**src/hdl/raftjq_pkg.sv**
```systemverilog
`timescale 1ns / 1ps
// ----------------------------------------------------------------------------
// raftjq_pkg
// shared constants, types and helpers of the joint quorum commit tracker
// ----------------------------------------------------------------------------
package raftjq_pkg;

    localparam int NODES    = 16;
    localparam int VAL_W    = 64;
    localparam int PLANE_AW = $clog2(VAL_W);
    localparam int SLOT_W   = $clog2(NODES);
    localparam int CNT_W    = $clog2(NODES + 1);

    typedef enum logic {
        CMD_UPDATE = 1'b0,
        CMD_QUERY  = 1'b1
    } t_cmd;

    typedef enum logic [1:0] {
        REG_INCOMING     = 2'd0,
        REG_OUTGOING     = 2'd1,
        REG_LEARNER      = 2'd2,
        REG_LEARNER_VOTE = 2'd3
    } t_reg_idx;

    typedef logic [NODES-1:0] t_mask;

    typedef struct packed {
        t_mask incoming;
        t_mask outgoing;
        t_mask learner;
        logic  learners_vote;
    } t_cfg;

    typedef struct packed {
        logic start;
        logic shift;
    } t_sel_ctl;

    function automatic logic [CNT_W-1:0] popcnt(input t_mask m);
        logic [CNT_W-1:0] c;
        c = '0;
        for (int i = 0; i < NODES; i++) begin
            c = c + CNT_W'(m[i]);
        end
        return c;
    endfunction

endpackage

```
**src/hdl/raftjq_plane_mem.sv**
```systemverilog
`timescale 1ns / 1ps
// ----------------------------------------------------------------------------
// raftjq_plane_mem
// bit-plane match table: word b holds bit b of every node's match index
// ----------------------------------------------------------------------------
module raftjq_plane_mem (
    input  logic                           i_clk,
    input  logic                           i_wr_en,
    input  logic [raftjq_pkg::PLANE_AW-1:0] i_wr_addr,
    input  raftjq_pkg::t_mask              i_wr_data,
    input  logic                           i_rd_en,
    input  logic [raftjq_pkg::PLANE_AW-1:0] i_rd_addr,
    output raftjq_pkg::t_mask              o_rd_data
);
    import raftjq_pkg::*;

    t_mask r_mem [VAL_W];
    t_mask r_rd_data;

    always_ff @(posedge i_clk) begin
        if (i_wr_en) begin
            r_mem[i_wr_addr] <= i_wr_data;
        end
    end

    always_ff @(posedge i_clk) begin
        if (i_rd_en) begin
            r_rd_data <= r_mem[i_rd_addr];
        end
    end

    assign o_rd_data = r_rd_data;

endmodule

```
**src/hdl/raftjq_select.sv**
```systemverilog
`timescale 1ns / 1ps
// ----------------------------------------------------------------------------
// raftjq_select
// radix selection of the majority index of one voter set, one plane a cycle
// ----------------------------------------------------------------------------
module raftjq_select (
    input  logic                        i_clk,
    input  raftjq_pkg::t_sel_ctl        i_ctl,
    input  raftjq_pkg::t_mask           i_vset,
    input  raftjq_pkg::t_mask           i_extra,
    input  raftjq_pkg::t_mask           i_plane,
    output logic [raftjq_pkg::VAL_W-1:0] o_value,
    output logic                        o_empty
);
    import raftjq_pkg::*;

    t_mask            r_cand;
    logic [CNT_W-1:0] r_rank;
    logic [VAL_W-1:0] r_val;
    t_mask            ones;
    logic [CNT_W-1:0] c1;

    assign ones = r_cand & i_plane;
    assign c1   = popcnt(ones);

    // rank counts down from the top: position n/2 of the descending list
    always_ff @(posedge i_clk) begin
        if (i_ctl.start) begin
            r_cand <= i_vset | i_extra;
            r_rank <= popcnt(i_vset) >> 1;
        end else if (i_ctl.shift) begin
            if (r_rank < c1) begin
                r_cand <= ones;
                r_val  <= {r_val[VAL_W-2:0], 1'b1};
            end else begin
                r_cand <= r_cand & ~i_plane;
                r_rank <= r_rank - c1;
                r_val  <= {r_val[VAL_W-2:0], 1'b0};
            end
        end
    end

    assign o_value = r_val;
    assign o_empty = (i_vset == '0);

endmodule

```
**src/hdl/raftjq_regs.sv**
```systemverilog
`timescale 1ns / 1ps
// ----------------------------------------------------------------------------
// raftjq_regs
// apb configuration registers: voter masks, learner mask, learner counting
// ----------------------------------------------------------------------------
module raftjq_regs (
    input  logic              i_clk,
    input  logic              i_rst_n,
    input  logic              psel,
    input  logic              penable,
    input  logic              pwrite,
    input  logic [3:0]        paddr,
    input  logic [31:0]       pwdata,
    output logic [31:0]       prdata,
    output logic              pready,
    output raftjq_pkg::t_cfg  o_cfg
);
    import raftjq_pkg::*;

    t_cfg r_cfg;
    logic wr;

    assign pready = 1'b1;
    assign wr     = psel & penable & pwrite;

    always_ff @(posedge i_clk) begin
        if (!i_rst_n) begin
            r_cfg <= '0;
        end else if (wr) begin
            unique case (paddr[3:2])
                REG_INCOMING:     r_cfg.incoming      <= pwdata[NODES-1:0];
                REG_OUTGOING:     r_cfg.outgoing      <= pwdata[NODES-1:0];
                REG_LEARNER:      r_cfg.learner       <= pwdata[NODES-1:0];
                REG_LEARNER_VOTE: r_cfg.learners_vote <= pwdata[0];
                default: ;
            endcase
        end
    end

    always_comb begin
        prdata = '0;
        unique case (paddr[3:2])
            REG_INCOMING:     prdata[NODES-1:0] = r_cfg.incoming;
            REG_OUTGOING:     prdata[NODES-1:0] = r_cfg.outgoing;
            REG_LEARNER:      prdata[NODES-1:0] = r_cfg.learner;
            REG_LEARNER_VOTE: prdata[0]         = r_cfg.learners_vote;
            default: ;
        endcase
    end

    assign o_cfg = r_cfg;

endmodule

```
**src/hdl/raft_joint_quorum_commit_tracker.sv**
```systemverilog
`timescale 1ns / 1ps
// ----------------------------------------------------------------------------
// raft_joint_quorum_commit_tracker
// joint-consensus commit index and ack quorum tracker over 16 node slots
// ----------------------------------------------------------------------------
// Match indices live in a 64-word bit-plane memory (word b = bit b of every
// slot) with one read and one write port. An update rewrites all 64 planes,
// one plane a cycle, then the commit index is rebuilt by radix selection over
// the planes from the top bit down, again one plane a cycle, for the incoming
// and outgoing sets side by side. A query runs the selection pass only; an
// update runs the rewrite pass and then the selection pass. The result is
// loaded into the output register when that register is empty or is being
// read. One item is in work at a time; the next is accepted once the result
// is in the output register, even while that result waits.
// Slots that were never updated read as zero through per-slot valid bits,
// without any clearing pass.
module raft_joint_quorum_commit_tracker (
    input  logic                         i_clk,
    input  logic                         i_rst_n,
    input  logic                         psel,
    input  logic                         penable,
    input  logic                         pwrite,
    input  logic [3:0]                   paddr,
    input  logic [31:0]                  pwdata,
    output logic [31:0]                  prdata,
    output logic                         pready,
    input  logic                         i_valid,
    output logic                         o_stall,
    input  logic                         i_cmd,
    input  logic [raftjq_pkg::SLOT_W-1:0] i_node,
    input  logic [raftjq_pkg::VAL_W-1:0] i_match_value,
    input  logic [raftjq_pkg::NODES-1:0] i_ack_mask,
    output logic                         o_valid,
    input  logic                         i_stall,
    output logic [raftjq_pkg::VAL_W-1:0] o_commit_value,
    output logic                         o_quorum_ok
);
    import raftjq_pkg::*;

    localparam logic [1:0] ST_IDLE = 2'd0;
    localparam logic [1:0] ST_UPD  = 2'd1;
    localparam logic [1:0] ST_SEL  = 2'd2;
    localparam logic [1:0] ST_FIN  = 2'd3;

    localparam logic [PLANE_AW-1:0] CNT_MAX = PLANE_AW'(VAL_W - 1);

    t_cfg cfg;

    logic [1:0]          r_state,  n_state;
    logic [PLANE_AW-1:0] r_cnt,    n_cnt;
    logic                r_issue,  n_issue;
    logic                r_pend,   n_pend;
    logic                r_last,   n_last;
    logic [PLANE_AW-1:0] r_paddr,  n_paddr;
    t_mask               r_valid,  n_valid;
    logic                r_out_valid, n_out_valid;
    logic [SLOT_W-1:0]   r_node,   n_node;
    logic [VAL_W-1:0]    r_mv,     n_mv;
    logic                r_ok,     n_ok;
    logic [VAL_W-1:0]    r_commit;
    logic                r_oq;

    logic                rd_en;
    logic [PLANE_AW-1:0] rd_addr;
    t_mask               mem_rd;
    logic                wr_en;
    logic [PLANE_AW-1:0] wr_addr;
    t_mask               wr_data;
    t_mask               plane;
    t_sel_ctl            sel;
    t_mask               extra_in, extra_out;
    logic [VAL_W-1:0]    val_in, val_out;
    logic                empty_in, empty_out;
    logic [VAL_W-1:0]    commit_min, commit;
    logic                in_acc, out_acc, load_out, quorum;

    function automatic logic reached(input t_mask vset, input t_mask acks,
                                     input t_cfg c);
        logic [CNT_W-1:0] hits;
        hits = popcnt(vset & acks);
        if (c.learners_vote) begin
            hits = hits + popcnt(c.learner & ~vset & acks);
        end
        return (vset == '0) || ({hits, 1'b0} > {1'b0, popcnt(vset)});
    endfunction

    raftjq_regs u_regs (
        .i_clk   (i_clk),
        .i_rst_n (i_rst_n),
        .psel    (psel),
        .penable (penable),
        .pwrite  (pwrite),
        .paddr   (paddr),
        .pwdata  (pwdata),
        .prdata  (prdata),
        .pready  (pready),
        .o_cfg   (cfg)
    );

    raftjq_plane_mem u_mem (
        .i_clk     (i_clk),
        .i_wr_en   (wr_en),
        .i_wr_addr (wr_addr),
        .i_wr_data (wr_data),
        .i_rd_en   (rd_en),
        .i_rd_addr (rd_addr),
        .o_rd_data (mem_rd)
    );

    // slots never written read as zero
    assign plane     = mem_rd & r_valid;
    assign extra_in  = cfg.learners_vote ? (cfg.learner & ~cfg.incoming) : '0;
    assign extra_out = cfg.learners_vote ? (cfg.learner & ~cfg.outgoing) : '0;

    raftjq_select u_sel_in (
        .i_clk   (i_clk),
        .i_ctl   (sel),
        .i_vset  (cfg.incoming),
        .i_extra (extra_in),
        .i_plane (plane),
        .o_value (val_in),
        .o_empty (empty_in)
    );

    raftjq_select u_sel_out (
        .i_clk   (i_clk),
        .i_ctl   (sel),
        .i_vset  (cfg.outgoing),
        .i_extra (extra_out),
        .i_plane (plane),
        .o_value (val_out),
        .o_empty (empty_out)
    );

    assign o_stall = (r_state != ST_IDLE);
    assign in_acc  = i_valid & ~o_stall;
    assign out_acc = r_out_valid & ~i_stall;
    assign quorum  = reached(cfg.incoming, i_ack_mask, cfg) &&
                     reached(cfg.outgoing, i_ack_mask, cfg);

    // empty set counts as all ones, all ones reports as zero
    always_comb begin
        commit_min = empty_in ? '1 : val_in;
        if (!empty_out && (val_out < commit_min)) begin
            commit_min = val_out;
        end
        commit = (commit_min == '1) ? '0 : commit_min;
    end

    always_comb begin
        n_state     = r_state;
        n_cnt       = r_cnt;
        n_issue     = r_issue;
        n_valid     = r_valid;
        n_out_valid = r_out_valid;
        n_node      = r_node;
        n_mv        = r_mv;
        n_ok        = r_ok;
        sel         = '0;
        load_out    = 1'b0;

        rd_en   = r_issue;
        rd_addr = (r_state == ST_UPD) ? r_cnt : ~r_cnt;
        n_pend  = r_issue;
        n_last  = r_issue && (r_cnt == CNT_MAX);
        n_paddr = rd_addr;

        // write of plane a lands while plane a+1 is read: never the same word
        wr_en            = 1'b0;
        wr_addr          = r_paddr;
        wr_data          = mem_rd;
        wr_data[r_node]  = r_mv[r_paddr];

        if (r_issue) begin
            n_cnt = r_cnt + 1'b1;
            if (r_cnt == CNT_MAX) begin
                n_issue = 1'b0;
            end
        end

        unique case (r_state)
            ST_IDLE: begin
                if (in_acc) begin
                    n_node  = i_node;
                    n_mv    = i_match_value;
                    n_ok    = (i_cmd == CMD_QUERY) ? quorum : 1'b0;
                    n_cnt   = '0;
                    n_issue = 1'b1;
                    if (i_cmd == CMD_UPDATE) begin
                        n_state = ST_UPD;
                    end else begin
                        n_state   = ST_SEL;
                        sel.start = 1'b1;
                    end
                end
            end
            ST_UPD: begin
                if (r_pend) begin
                    wr_en = 1'b1;
                    if (r_last) begin
                        n_valid[r_node] = 1'b1;
                        n_state         = ST_SEL;
                        n_issue         = 1'b1;
                        n_cnt           = '0;
                        sel.start       = 1'b1;
                    end
                end
            end
            ST_SEL: begin
                if (r_pend) begin
                    sel.shift = 1'b1;
                    if (r_last) begin
                        n_state = ST_FIN;
                    end
                end
            end
            ST_FIN: begin
                if (!r_out_valid || !i_stall) begin
                    load_out = 1'b1;
                    n_state  = ST_IDLE;
                end
            end
            default: n_state = ST_IDLE;
        endcase

        if (load_out) begin
            n_out_valid = 1'b1;
        end else if (out_acc) begin
            n_out_valid = 1'b0;
        end
    end

    always_ff @(posedge i_clk) begin
        if (!i_rst_n) begin
            r_state     <= ST_IDLE;
            r_cnt       <= '0;
            r_issue     <= 1'b0;
            r_pend      <= 1'b0;
            r_last      <= 1'b0;
            r_valid     <= '0;
            r_out_valid <= 1'b0;
        end else begin
            r_state     <= n_state;
            r_cnt       <= n_cnt;
            r_issue     <= n_issue;
            r_pend      <= n_pend;
            r_last      <= n_last;
            r_valid     <= n_valid;
            r_out_valid <= n_out_valid;
        end
    end

    always_ff @(posedge i_clk) begin
        r_paddr <= n_paddr;
        r_node  <= n_node;
        r_mv    <= n_mv;
        r_ok    <= n_ok;
        if (load_out) begin
            r_commit <= commit;
            r_oq     <= r_ok;
        end
    end

    assign o_valid        = r_out_valid;
    assign o_commit_value = r_commit;
    assign o_quorum_ok    = r_oq;

    a_no_same_word_rw: assert property (@(posedge i_clk) disable iff (!i_rst_n)
        (wr_en && rd_en) |-> (wr_addr != rd_addr))
        else $error("plane read and write hit the same word");

    a_fin_after_sel: assert property (@(posedge i_clk) disable iff (!i_rst_n)
        (r_state == ST_FIN) |-> ($past(r_state) == ST_SEL || $past(r_state) == ST_FIN))
        else $error("result stage entered without a selection pass");

    a_valid_from_update: assert property (@(posedge i_clk) disable iff (!i_rst_n)
        (r_valid != $past(r_valid)) |-> ($past(r_state) == ST_UPD))
        else $error("slot valid bit changed outside an update pass");

endmodule
```
**config.mk**
```make
export PLATFORM = sky130hd
export DESIGN_NAME = raft_joint_quorum_commit_tracker
export DESIGN_NICKNAME = d
export VERILOG_FILES = /design/src/hdl/raftjq_pkg.sv /design/src/hdl/raftjq_plane_mem.sv /design/src/hdl/raftjq_select.sv /design/src/hdl/raftjq_regs.sv /design/src/hdl/raft_joint_quorum_commit_tracker.sv
export SDC_FILE = /design/constraint.sdc
export NUM_CORES = 2
export LEC_CHECK = 0
export ABC_AREA = 0
export ABC_CLOCK_PERIOD_IN_PS = 12000
export BUFFER_PORTS_ARGS = -buffer_cell sky130_fd_sc_hd__buf_2
export CAP_MARGIN = 10
export CORE_MARGIN = 2
export CORE_UTILIZATION = 45
export CTS_CLUSTER_SIZE = 20
export DETAILED_ROUTE_END_ITERATION = 16
export GPL_ROUTABILITY_DRIVEN = 0
export PLACE_DENSITY = 0.66
export SLEW_MARGIN = 15
export SYNTH_ARGS = -nofsm -noshare
export SYNTH_HDL_FRONTEND = slang
export SYNTH_SLANG_ARGS = --single-unit
export TNS_END_PERCENT = 20
```
**constraint.sdc**
```tcl
create_clock -name i_clk -period 12 [get_ports i_clk]
set_clock_uncertainty 0.05 [all_clocks]
set_input_delay 1.2 -clock i_clk [delete_from_list [all_inputs] [get_ports i_clk]]
set_output_delay 1.2 -clock i_clk [all_outputs]
set_load 0.02 [all_outputs]
```
==> results.cfg <==
[clock_network]
cts_root_buffer = clkbuf_16
htree_levels = 4
clk_pin_slew_ns = 0.06
cts.sinks = 1427
holdBufCountCts = 0
postCtsSetupBuffers = 0
clockBufferDepth = 3
cts_inserted_buffers = 142
cts_tree = done
cts_resized = 0
clk-insertion-delay-late_ns = 0.77

[status]
outcome = finished, final reports clean

[critical_path]
timing.critical_path.to_type = register
path_common_cell = fa_1
worstSetupPathType = in2reg
critPathLaunchType = input port
critPathArrivalTime_ns = 8.76
r2r-start = u_regs.o_cfg[36]
slowest_stage = fa_1
critPathMaxFanout = 4
cp.required_ns = 12.43
r2r_cells = 25
r2r_end = r_ok
cpPeakStageDelay_ns = 0.56
r2r_slack_ns = 3.81

[sta]
setup_ws_ns = 3.671
slew_headroom = 0.2315
finalSetupViolations = 0
rsz0062_at_grt = no
setup_tns_ns = 0
max_freq_ghz = 0.1201
hold_ws_ns = 0.4442
finalHoldViolCount = 0
tightest_slew_ns = 1.148
period_minus_slack_ns = 8.329
period_share = 0.6941
finalMaxSlewViolations = 0

[drt]
wl_per_cell_um = 25.84
firstDrtPassIters = 6
drt_wl_total_um = 144900
routed.top_layer = met4
wl_met1_um = 61110
dr_wl_met3_um = 10600
antenna_left = 0
viasPerCell = 5.808
drtIter0Drc = 3828
via_count = 32560
met2_length_um = 69420
drc = 0

[global_route]
grt_pass1_vias = 32260
grt_max_degree = 116
grt_overflow = 0
grt.total_usage = 0.2118
grt_antenna_before_repair = 1
grt_pass1_wl_um = 214200

[floorplanning]
fp-row-count = 134
initial_core_util = 0.4541
pin_count = 228
die_area_mm2 = 0.1380
core_area_mm2 = 0.1338
die_w_um = 371.5
die-height_um = 371.5

[layout]
num_antenna_cells = 0
syn2layout_area_growth_pct = 13.47
finalCoreUtilization = 0.5153
multi_input_area_mm2 = 0.01768
fin_area_mm2 = 0.06895
drive_above_1_share = 0.2358
final_nets = 4075
fillers = 10780
seq_area_mm2 = 0.04200

[placed_design]
dp_hpwl_um = 89640
post-place-ws_ns = 2.963
placed_area_mm2 = 0.06419
io_buffers = 192

[hold_path]
min_path_type = reg2reg
hold_end = u_sel_in.r_rank[4]
holdCritStartpoint = u_sel_in.r_rank[4]
worstHoldPathCells = 2

[logic_synthesis]
ys_ff_latch = 1427
synth_cell_types = 54
syn_area_mm2 = 0.06076
async_flop_share = 0
ys_seq_area_frac = 0.6912
synth_edf_count = 1342
synth_cells = 3443
yosys_warnings = 0
synthFlopType = edfxtp_1
avgSynthCellArea_um2 = 17.65

[pwr]
p_leak_nw = 23.16
irDropWorstVdd_v = 0.0002391
power_density_mw_per_mm2 = 223.3

[job]
max_cap_viol_count = 0
[placed cells by master, fill, tap and decap left out, drive strengths merged, types with 4 or more instances in the layout]
cell type / netlist / routed
inv: 141 / 144
mux4: 335 / 335
mux2: 18 / 18
and2: 18 / 18
and3: 20 / 20
nand3b: 12 / 12
o21ai: 49 / 49
edfxtp: 1342 / 1342
nand4: 53 / 53
dfxtp: 85 / 85
nand2b: 7 / 7
nand3: 47 / 47
mux2i: 28 / 28
clkbuf: 72 / 183
o22ai: 37 / 37
a21o: 21 / 21
nor2b: 19 / 19
nand2: 242 / 242
o21a: 19 / 19
or3: 6 / 6
xnor2: 43 / 43
clkinv: 0 / 47
nor4b: 4 / 4
a22oi: 32 / 32
nor2: 202 / 202
nor3: 7 / 7
buf: 102 / 299
clkinvlp: 0 / 4
a22o: 66 / 66
conb: 2 / 17
xor2: 23 / 23
a21oi: 122 / 122
nor4: 15 / 15
a211oi: 5 / 5
bufinv: 0 / 18
fa: 86 / 86
a21boi: 5 / 5
ha: 134 / 134
[power breakdown]
group | switching (mW) | internal, mW
Sequential | 0.146 | 6.39
Combinational | 2.61 | 1.71
Clock | 1.87 | 2.67
Total | 4.62 | 10.8
[cell usage after synthesis (7+ instances only)]
master       n  area (um^2)
nand2b_1     7        43.79
xor2_1      23        201.4
a21o_1      21        157.7
nand3b_1    12        90.09
dfxtp_1     85         1702
ha_1       134         1677
mux4_2     335         7545
nand4_1     53        331.6
and3_1      20        125.1
buf_2       49        245.2
mux2_2      18        202.7
xnor2_1     43        376.6
o21ai_0     48        240.2
mux2i_1     28        280.3
o22ai_1     37        231.5
buf_1       27        101.4
a22o_1      66        578.1
a22oi_1     32        240.2
clkbuf_1    72        270.3
o21a_1      19        142.6
nand2_1    242        908.4
nand3_1     47        235.2
nor4_1      15        93.84
nor2_1     202        758.2
nor3_1       7        35.03
nor2b_1     19        118.9
buf_4       26        195.2
edfxtp_1  1342        40300
a21oi_1    122        610.6
and2_1      18        112.6
inv_1      141        529.3
fa_1        86         1722
[through the flow]
| stage | std cells | total power, mW |
|---|---|---|
| floorplan | 3458 | 9.518 |
| global placement | 5351 | 10.94 |
| detailed placement | 5351 | 11.01 |
| CTS | 5606 | 15.53 |
| global route | 5606 | 15.99 |
| finish | 5606 | 15.40 |
[area by class of cell]
type                       instances  area share
clock inverter                    72     0.01230
inverter                         141    0.007676
sequential                      1427      0.6092
multi-input combinational       1716      0.2565
clock buffer                     183     0.05633
timing repair buffer             299     0.02595
tap                             1768     0.03208
[per-layer routing]
layer / GRT usage / up-vias
met5: 0 / -
met4: 0.06653 / 0
met3: 0.03275 / 225
met2: 0.3353 / 1334
met1: 0.3037 / 16930
li1: - / 14080
[worst max path at each step]
stage | startpoint | cells after the start | endpoint
5_1_grt | i_ack_mask[0] | 26 | r_ok
2_1_floorplan | i_valid | 4 | u_sel_in.o_value[0]
3_3_place_gp | i_ack_mask[0] | 26 | r_ok
3_5_place_dp | i_ack_mask[0] | 26 | r_ok
6_report | i_ack_mask[0] | 26 | r_ok
4_1_cts | i_ack_mask[0] | 26 | r_ok
[worst max-delay path, delay by kind of cell]
kind	cells	cell delay, ns
adders and majority gates	12	5.60
AOI/OAI and AO/OA	7	1.36
buffers and inverters	6	0.42
and+or+nand+nor	1	0.17
[flip-flops by register name, summed over array words and instances, names as in the netlist]
name,cells
r_state,2
u_mem.r_mem,1024
u_sel_in.o_value,64
u_regs.o_cfg,49
r_mv,64
r_paddr,6
u_mem.o_rd_data,16
u_sel_out.r_rank,5
u_sel_in.r_cand,16
r_last,1
o_valid,1
u_sel_in.r_rank,5
r_valid,16
u_sel_out.r_cand,16
u_sel_out.o_value,64
r_pend,1
n_pend,1
r_node,4
r_ok,1
o_commit_value,64
o_quorum_ok,1
r_cnt,6
[kinds of logic (layout without fill, tap and decap cells)]
| family | count (synthesis) | count (layout) | share of synthesized area |
|---|---|---|---|
| adder cells (fa/ha/maj) | 220 | 220 | 0.05593 |
| XOR/XNOR | 66 | 66 | 0.009513 |
| AND/OR/NAND/NOR | 661 | 661 | 0.04936 |
| flip-flops | 1427 | 1427 | 0.6912 |
| buffers and inverters | 315 | 695 | 0.02207 |
| multiplexers | 381 | 381 | 0.1321 |
| other | 2 | 17 | 0.0001236 |
| AO/OA/AOI/OAI | 371 | 371 | 0.03966 |
Power figures use the tool's default switching activity.
